`src/sv/tmss_pkg.sv`:
```
// shared types, constants and micro-op table for the transe margin sgd step block
// no dependencies
`default_nettype none

package tmss_pkg;

  // field widths
  localparam int FUNC_W  = 3;
  localparam int ENT_W   = 12;
  localparam int REL_W   = 8;
  localparam int ELEM_W  = 6;
  localparam int VAL_W   = 16;
  localparam int STEP_W  = 15;
  localparam int DIST_W  = 24;
  localparam int DIMS_W  = 7;
  localparam int WBIT_W  = 4;

  // default sizes
  localparam int DEF_MAX_ENTITIES  = 4096;
  localparam int DEF_MAX_RELATIONS = 256;
  localparam int DEF_MAX_DIM       = 64;

  // register reset values
  localparam logic [STEP_W-1:0] STEP_RST   = STEP_W'(41);
  localparam logic [DIST_W-1:0] MARGIN_RST = DIST_W'(4096);
  localparam logic [DIMS_W-1:0] DIMS_RST   = DIMS_W'(64);

  // register indexes
  localparam logic [1:0] REG_STEP   = 2'd0;
  localparam logic [1:0] REG_MARGIN = 2'd1;
  localparam logic [1:0] REG_DIMS   = 2'd2;

  // function codes
  localparam logic [FUNC_W-1:0] F_TRAIN  = 3'd0;
  localparam logic [FUNC_W-1:0] F_INV    = 3'd1;
  localparam logic [FUNC_W-1:0] F_EQU    = 3'd2;
  localparam logic [FUNC_W-1:0] F_WR_ENT = 3'd3;
  localparam logic [FUNC_W-1:0] F_WR_REL = 3'd4;
  localparam logic [FUNC_W-1:0] F_RD_ENT = 3'd5;
  localparam logic [FUNC_W-1:0] F_RD_REL = 3'd6;

  // micro-op kinds
  localparam logic [1:0] K_LOAD = 2'd0;
  localparam logic [1:0] K_SUB  = 2'd1;
  localparam logic [1:0] K_SUBF = 2'd2;
  localparam logic [1:0] K_UPD  = 2'd3;

  // micro-op roles
  localparam logic [1:0] R_H = 2'd0;
  localparam logic [1:0] R_T = 2'd1;
  localparam logic [1:0] R_R = 2'd2;
  localparam logic [1:0] R_P = 2'd3;

  // output selections
  localparam logic [1:0] O_TRAIN  = 2'd0;
  localparam logic [1:0] O_RD_ENT = 2'd1;
  localparam logic [1:0] O_RD_REL = 2'd2;
  localparam logic [1:0] O_ZERO   = 2'd3;

  typedef struct packed {
    logic [1:0] kind;
    logic [1:0] role;
    logic       neg;
    logic       last;
  } uop_t;

  typedef struct packed {
    logic              ld_item;
    logic              wrap;
    logic [WBIT_W-1:0] wbit;
    logic              base_ld;
    logic              clr;
    logic              issue;
    logic              exec;
    logic              upd_phase;
    logic              tri_sel;
    uop_t              op;
    logic              dec;
    logic              item_wr;
    logic              item_rd;
    logic              item_rel;
    logic              out_ld;
    logic [1:0]        out_sel;
  } cmd_t;

  typedef struct packed {
    logic cond;
  } sts_t;

  function automatic uop_t mk(logic [1:0] k, logic [1:0] r, logic n, logic l);
    uop_t u;
    u.kind = k;
    u.role = r;
    u.neg  = n;
    u.last = l;
    return u;
  endfunction

  // per-triple program: distance reads, then the ordered saturating updates
  function automatic uop_t uop_fn(logic phase, logic [FUNC_W-1:0] mode, logic [3:0] pc);
    uop_t u;
    u = mk(K_SUBF, R_R, 1'b0, 1'b1);
    case (pc)
      4'd0: u = mk(K_LOAD, R_T, 1'b0, 1'b0);
      4'd1: u = mk(K_SUB, R_H, 1'b0, 1'b0);
      4'd2: u = mk(K_SUBF, R_R, 1'b0, !phase);
      4'd3: u = mk(K_UPD, R_R, 1'b1, 1'b0);
      4'd4: u = (mode == F_EQU) ? mk(K_UPD, R_P, 1'b1, 1'b0) : mk(K_UPD, R_H, 1'b1, 1'b0);
      4'd5: begin
        if (mode == F_EQU) u = mk(K_UPD, R_H, 1'b1, 1'b0);
        else u = mk(K_UPD, R_T, 1'b0, mode != F_INV);
      end
      4'd6: begin
        if (mode == F_EQU) u = mk(K_UPD, R_T, 1'b0, 1'b1);
        else u = mk(K_UPD, R_P, 1'b1, 1'b0);
      end
      4'd7: u = mk(K_UPD, R_T, 1'b1, 1'b0);
      4'd8: u = mk(K_UPD, R_H, 1'b0, 1'b1);
      default: u = mk(K_SUBF, R_R, 1'b0, 1'b1);
    endcase
    return u;
  endfunction

  function automatic logic signed [VAL_W-1:0] sat16(logic signed [VAL_W+1:0] v);
    if (v > 18'sd32767) return 16'sh7fff;
    if (v < -18'sd32768) return 16'sh8000;
    return v[VAL_W-1:0];
  endfunction

endpackage

`default_nettype wire

```
`src/sv/tmss_ctrl.sv`:
```
// controller: sequences index wrap, item access, per-element micro-ops, decision and result beat
// depends on tmss_pkg
`default_nettype none

module tmss_ctrl #(
  parameter int MAX_DIM = tmss_pkg::DEF_MAX_DIM,
  parameter int IW = 6
) (
  input  wire logic                        clk,
  input  wire logic                        rst_n,
  input  wire logic                        in_valid,
  input  wire logic [tmss_pkg::FUNC_W-1:0] in_func,
  input  wire logic [tmss_pkg::ELEM_W-1:0] in_elem,
  output logic                             in_ready,
  output logic                             out_valid,
  input  wire logic                        out_ready,
  input  wire logic [tmss_pkg::DIMS_W-1:0] dims,
  input  wire tmss_pkg::sts_t              sts,
  output tmss_pkg::cmd_t                   cmd,
  output logic [IW-1:0]                    elem
);
  import tmss_pkg::*;

  localparam int NW = $clog2(MAX_DIM + 1);

  localparam logic [3:0] S_IDLE = 4'd0;
  localparam logic [3:0] S_WRAP = 4'd1;
  localparam logic [3:0] S_BASE = 4'd2;
  localparam logic [3:0] S_ITEM = 4'd3;
  localparam logic [3:0] S_RD   = 4'd4;
  localparam logic [3:0] S_EX   = 4'd5;
  localparam logic [3:0] S_DEC  = 4'd6;
  localparam logic [3:0] S_OUT  = 4'd7;

  logic [3:0]        state_r, state_nxt;
  logic [WBIT_W-1:0] wcnt_r, wcnt_nxt;
  logic [3:0]        pc_r, pc_nxt;
  logic              tri_r, tri_nxt;
  logic              phase_r, phase_nxt;
  logic [IW-1:0]     elem_r, elem_nxt;
  logic [FUNC_W-1:0] func_r;
  logic              eok_r;
  logic              ov_r, ov_nxt;
  logic [NW-1:0]     n_act;
  logic              is_train;
  logic              last_elem;
  uop_t              op;

  always_comb begin
    if (int'(dims) >= MAX_DIM) n_act = NW'(MAX_DIM);
    else n_act = NW'(dims);
  end

  assign is_train  = func_r inside {F_TRAIN, F_INV, F_EQU};
  assign last_elem = (NW'(elem_r) == n_act - NW'(1));
  assign op        = uop_fn(phase_r, func_r, pc_r);

  always_comb begin
    state_nxt = state_r;
    wcnt_nxt  = wcnt_r;
    pc_nxt    = pc_r;
    tri_nxt   = tri_r;
    phase_nxt = phase_r;
    elem_nxt  = elem_r;
    ov_nxt    = ov_r && !out_ready;
    cmd       = '0;
    cmd.wbit      = wcnt_r;
    cmd.op        = op;
    cmd.tri_sel   = tri_r;
    cmd.upd_phase = phase_r;
    cmd.item_rel  = (func_r == F_WR_REL) || (func_r == F_RD_REL);
    case (state_r)
      S_IDLE: begin
        if (in_valid) begin
          cmd.ld_item = 1'b1;
          wcnt_nxt    = WBIT_W'(ENT_W - 1);
          state_nxt   = S_WRAP;
        end
      end
      S_WRAP: begin
        cmd.wrap = 1'b1;
        if (wcnt_r == '0) state_nxt = S_BASE;
        else wcnt_nxt = wcnt_r - WBIT_W'(1);
      end
      S_BASE: begin
        cmd.base_ld = 1'b1;
        cmd.clr     = 1'b1;
        pc_nxt      = '0;
        tri_nxt     = 1'b0;
        phase_nxt   = 1'b0;
        elem_nxt    = '0;
        if (!is_train) state_nxt = S_ITEM;
        else if (n_act == '0) state_nxt = S_DEC;
        else state_nxt = S_RD;
      end
      S_ITEM: begin
        cmd.item_wr = eok_r && ((func_r == F_WR_ENT) || (func_r == F_WR_REL));
        cmd.item_rd = eok_r && ((func_r == F_RD_ENT) || (func_r == F_RD_REL));
        state_nxt   = S_OUT;
      end
      S_RD: begin
        cmd.issue = 1'b1;
        state_nxt = S_EX;
      end
      S_EX: begin
        cmd.exec  = 1'b1;
        state_nxt = S_RD;
        if (!op.last) begin
          pc_nxt = pc_r + 4'd1;
        end else if (!tri_r) begin
          pc_nxt  = '0;
          tri_nxt = 1'b1;
        end else begin
          pc_nxt  = '0;
          tri_nxt = 1'b0;
          if (last_elem) begin
            elem_nxt  = '0;
            state_nxt = phase_r ? S_OUT : S_DEC;
          end else begin
            elem_nxt = elem_r + IW'(1);
          end
        end
      end
      S_DEC: begin
        cmd.dec = 1'b1;
        if (sts.cond && n_act != '0) begin
          phase_nxt = 1'b1;
          state_nxt = S_RD;
        end else begin
          state_nxt = S_OUT;
        end
      end
      S_OUT: begin
        if (!ov_r || out_ready) begin
          cmd.out_ld = 1'b1;
          ov_nxt     = 1'b1;
          state_nxt  = S_IDLE;
        end
      end
      default: state_nxt = S_IDLE;
    endcase
    if (is_train) cmd.out_sel = O_TRAIN;
    else if (eok_r && func_r == F_RD_ENT) cmd.out_sel = O_RD_ENT;
    else if (eok_r && func_r == F_RD_REL) cmd.out_sel = O_RD_REL;
    else cmd.out_sel = O_ZERO;
  end

  always_ff @(posedge clk) begin
    if (!rst_n) begin
      state_r <= S_IDLE;
      wcnt_r  <= '0;
      pc_r    <= '0;
      tri_r   <= 1'b0;
      phase_r <= 1'b0;
      elem_r  <= '0;
      ov_r    <= 1'b0;
      func_r  <= F_TRAIN;
      eok_r   <= 1'b0;
    end else begin
      state_r <= state_nxt;
      wcnt_r  <= wcnt_nxt;
      pc_r    <= pc_nxt;
      tri_r   <= tri_nxt;
      phase_r <= phase_nxt;
      elem_r  <= elem_nxt;
      ov_r    <= ov_nxt;
      if (state_r == S_IDLE && in_valid) begin
        func_r <= in_func;
        eok_r  <= int'(in_elem) < MAX_DIM;
      end
    end
  end

  assign in_ready  = (state_r == S_IDLE);
  assign out_valid = ov_r;
  assign elem      = elem_r;

`ifndef NO_ASSERTIONS
  a_wrap_exit: assert property (@(posedge clk) disable iff (!rst_n)
    state_r == S_WRAP |=> state_r == S_WRAP || state_r == S_BASE)
    else $error("wrap left to wrong state");
  a_idle_clean: assert property (@(posedge clk) disable iff (!rst_n)
    in_ready |-> pc_r == '0 && !tri_r)
    else $error("sequencer not reset at idle");
  a_out_load: assert property (@(posedge clk) disable iff (!rst_n)
    cmd.out_ld |=> out_valid && state_r == S_IDLE)
    else $error("result load did not raise valid");
  a_elem_range: assert property (@(posedge clk) disable iff (!rst_n)
    int'(elem_r) < MAX_DIM)
    else $error("element counter out of range");
`endif

endmodule

`default_nettype wire

```
`config.mk`:
```
export PLATFORM = sky130hd
export DESIGN_NAME = tmss_ctrl
export DESIGN_NICKNAME = d
export VERILOG_FILES = /design/src/sv/tmss_pkg.sv /design/src/sv/tmss_ctrl.sv
export SDC_FILE = /design/constraint.sdc
export NUM_CORES = 1
export LEC_CHECK = 0
export ABC_AREA = 1
export BUFFER_PORTS_ARGS = -buffer_cell sky130_fd_sc_hd__buf_2
export CAP_MARGIN = 20
export CORE_MARGIN = 3
export CORE_UTILIZATION = 52
export DETAILED_ROUTE_END_ITERATION = 8
export PLACE_DENSITY_LB_ADDON = 0.3
export SETUP_SLACK_MARGIN = 0.4
export SYNTH_ARGS = -nofsm -noshare
export SYNTH_HDL_FRONTEND = slang
export SYNTH_SLANG_ARGS = --single-unit
```
`constraint.sdc`:
```
create_clock -name clk -period 2.3 [get_ports clk]
set_input_delay 0.23 -clock clk [delete_from_list [all_inputs] [get_ports clk]]
set_output_delay 0.23 -clock clk [all_outputs]
set_load 0.03 [all_outputs]
```
======== Word-level counts from Yosys, hierarchy flattened ========
Index checks and enable logic that the tools add are counted.
word-level totals
  flip-flop bits (word level) ............. 25
  input bits .............................. 21
  output and inout port bits .............. 33
  word-level logic and storage cells ...... 118
operators by class
  add/subtract/negate cells ............... 4
  order comparisons ....................... 1
  equal/unequal tests ..................... 30
  multiplexer cells ....................... 45
  reductions and logical operators ........ 29
operators with widths
  cell                 number
  $pmux 6 s9           1
  $mux 4               9
  $eq 4x3->1 const B   8
  $pmux 4 s8           1
  $mux 2               9
  $mux 6               3
  $eq 4x2->1 const B   4
  $pmux 4 s2           2
  $mux 1               15
  $ne 2x2->1 const B   7
  $logic_not 4->1      3
  $pmux 6 s2           1
  $eq 3x3->1 const B   3
  $reduce_and 3->1     3
  $eq 4x1->1 const B   2
  $eq 6x7->1           1
  $ge 7x7->1 const B   1
  $logic_and 1x1->1    7
  $logic_not 7->1      1
  $mux 7               1
  $reduce_bool 7->1    1
  $sub 7x1->7 const B  1
  $add 6x1->6 const B  1
  $eq 3x2->1 const B   2
  other kinds (13)     22

======== Logic depth before layout (Yosys ltp) ========
  depth in word-level cells ............... 8
  gate-level depth with buffers ........... 15
  gate-level depth less buffers ........... 15

======== Worst setup path after synthesis ========
Ideal clock, no wire load.
  path kind ............................... reg2out
  start point ............................. register state_r[0]
  end point ............................... output port cmd[5] (netlist bit)
  arrival time ............................ 2.142 ns
  path slack .............................. -0.072 ns
  stages on the path, launching flop included .. 5
  cells stage by stage .................... dfxtp_1 -> nand2_1 -> nor2_1 -> inv_1 -> a2111oi_0
RTL lines
  what                    line              text
  start, declared         tmss_ctrl.sv:35   logic [3:0] state_r, state_nxt;
  start signal, assigned  tmss_ctrl.sv:160  state_r <= state_nxt;
  end, declared           tmss_ctrl.sv:19   output tmss_pkg::cmd_t cmd,

==> metrics.md <==
| Metric | Value |
|---|---|
| Post-DP HPWL | 3440 um |
| Number of global-route vias before repair | 1833 |
| CP endpoint kind | primary output |
| Run status | finished clean |
| Setup ws final | 0.437 ns |
| Synth Register Bits | 24 |
| Number of synthesized flops with an enable pin | 0 |
| Worst vdd ir | 0.000627 V |
| Syn Nets | 330 |
| Row count | 20 |
| CP Max Fanout | 5 |
| Die area | between 4000 and 5000 um^2 |
| CTS Root Buffer Type | clkbuf_4 |
| Minimum clock period | 1.86 ns |
| Routed len/inst | 11.8 um |
| Multi-input gate area | roughly 1300 um^2 |
| GRT Util Overall | 0.216 |
| Largest net degree at the start of global routing | 14 |
| Data arrival, critical path | 1.63 ns |
| Die height | 65.3 um |
| Ant diodes | 0 |
| P per Cell Area | around 790 nW/um^2 |
| Part of the Yosys area used for sequential elements | 0.263 |
| Final #Nets | 385 |
| FMAX | 537 MHz |
| Initial Util | 0.571 |
| CTS Hold Bufs | 0 |
| WP data required | 2.07 ns |
| Vias/cell | 5.10 |
| Place WS | 0.185 ns |
| H-tree lvl count | 1 |
| Flop2flop setup slack | approximately 0.5 ns |
| Drt total wl | 4720 um |
| Sequential Area | 497 um^2 |
| Yosys warns | 0 |
| Pleak | 0.00123 uW |
| Worst setup startpoint | pc_r[1] |
| Hold slack | roughly 0.19 ns |
| Slew Limit Fails | 0 |
| Clock skew | 0.00285 ns |
| Capturing point of the worst reg2reg path | elem[5] |
| RR Startpoint | pc_r[1] |
| Core Footprint | 3200 um^2 |
| Vias | 2036 |
| Chip Width | 65.3 um |
| Final Hold Viols | 0 |
| Initial antenna violation count | 0 |
| Synth Flop Type | dfxtp_1 |
| First-pass GRT wire length | between 7000 and 8000 um |
| # port buffers | between 40 and 50 |
| Pre-antenna DRT Iters | 4 |
| Commonest non-fill, non-tap cells in the layout | nand2_1, inv_1, buf_2, nor2_1 |
| Count of final setup violators | 0 |
| Share of synthesized registers carrying an async set or reset | 0 |
| Syn Area/Cell | approximately 6.1 um^2 |
| Clock transition at the registers of the reported paths | 0.14 ns |
| CTS Sinks | 24 |
| Slew margin rel. | 0.746 |
| Fraction of layout cells with a size suffix above 1 | 0.307 |
| Worst hold path class | input port to flop |
| Distinct cells, synth | 32 |
| Clk_lat worst skew | 0.32 ns |
| Filler cells | 292 |
| Setup TNS | 0 ns |
| Area growth syn-to-layout | 32.1% |
| Most common cell after layout, fill and taps aside | nand2_1 |
| Ports | 54 |
| TritonCTS buffer count | 3 |
| Unrepaired setup endpoints after global routing | yes |
| Startpoint types | flop |
| Reg2Reg Depth | 13 |
| Mapped Cells | 301 |
| Worst setup endpoint | cmd[10] |
| DRT antenna net count | 0 |
| Clock Tree Buf Depth | 2 |
| CTS tree | yes |
| Drt drc | 0 |
| Crit share post-route | 0.810 |
| Worst Max-Slew Pin Slew | 0.380 ns |
| Crit path kind | flop to primary output |
| GRT overflow | 0 |
| RePlAce Congestion | 0.843 |
| Maxcap violations | 0 |
| Mapped Area | 1830 um^2 |
| DR iter-0 viols | 111 |
## cell usage after synthesis, types with 3 or more instances
master,count,area (um^2)
nand2_2,3,18.8
o21ai_0,16,80.1
nor2_1,42,158
inv_2,3,11.3
nand2_1,76,285
ha_1,8,100
a21oi_1,17,85.1
a211oi_1,4,30.0
xor2_1,4,35.0
dfxtp_1,24,480
nand3_2,3,30.0
nand4_1,4,25.0
nor3_1,4,20.0
nand3_1,19,95.1
nor2_2,4,25.0
inv_1,48,180
buf_4,4,30.0
## layout make-up
type / instances / area share
inverter: 51 / 0.0823
timing repair buffer: 58 / 0.144
clock buffer: 4 / 0.0150
sequential: 24 / 0.205
tap: 44 / 0.0228
multi-input combinational: 218 / 0.531
## per-stage QoR
step                instances  cell area, um^2   util  power [uW]
finish                    399             2420  0.755        1900
global route              399             2420  0.755        2060
CTS                       392             2210  0.691        1840
detailed placement        384             2080  0.648        1590
global placement          384             2080  0.648        1570
floorplan                 301             1850      -        1370
## cells by family after synthesis
| kind of cell | synth area share |
|---|---|
| AO/OA/AOI/OAI | 0.146 |
| XOR/XNOR | 0.0191 |
| adder cells (fa/ha/maj) | 0.0547 |
| buffers and inverters | 0.137 |
| flip-flops | 0.263 |
| AND/OR/NAND/NOR | 0.380 |
## layer usage
metal  vias to the layer above  global-route usage  wire [um]
li1                       1069                   -          -
met1                       904               0.266       2140
met2                        55               0.394       2310
met3                         8              0.0188        207
met4                         0              0.0699         65
met5                         -                   0          0
## flip-flops by register name, summed over array words and instances (netlist names)
name / cells
phase_r: 1
eok_r: 1
wcnt_r: 4
func_r: 3
elem: 6
pc_r: 4
state_r: 3
tri_r: 1
out_valid: 1
## where the power goes
part / total [uW] / switching, uW / internal, uW
clock network: 228 / 131 / 96.8
registers: 616 / 105 / 511
logic: 1060 / 720 / 342
## worst min-delay path by stage
stage	startpoint	end	slack (ns)	cells past startpoint
after floorplan	sts	phase_r	0.40	2
after global placement	eok_r	eok_r	0.48	2
after detailed placement	eok_r	eok_r	0.49	2
after CTS	in_func[1]	func_r[1]	0.18	3
after global routing	out_ready	out_valid	0.20	4
final	out_ready	out_valid	0.19	4
## critical path, stage by stage, from the launching register on
cell and delay [ns]:
dfxtp_4 0.41, inv_4 0.06, ha_4 0.18, nand3_2 0.07, nand2_2 0.08, nor2_4 0.15, nand3_4 0.12, o2111ai_2 0.09
buf_6 0.16
## timing repair
action,4_1_cts,5_1_grt
pin swaps,5,9
setup buffers,4,7
resized for setup,23,41
setup endpoints to repair,14,20
(Power assumes the default switching activity.)
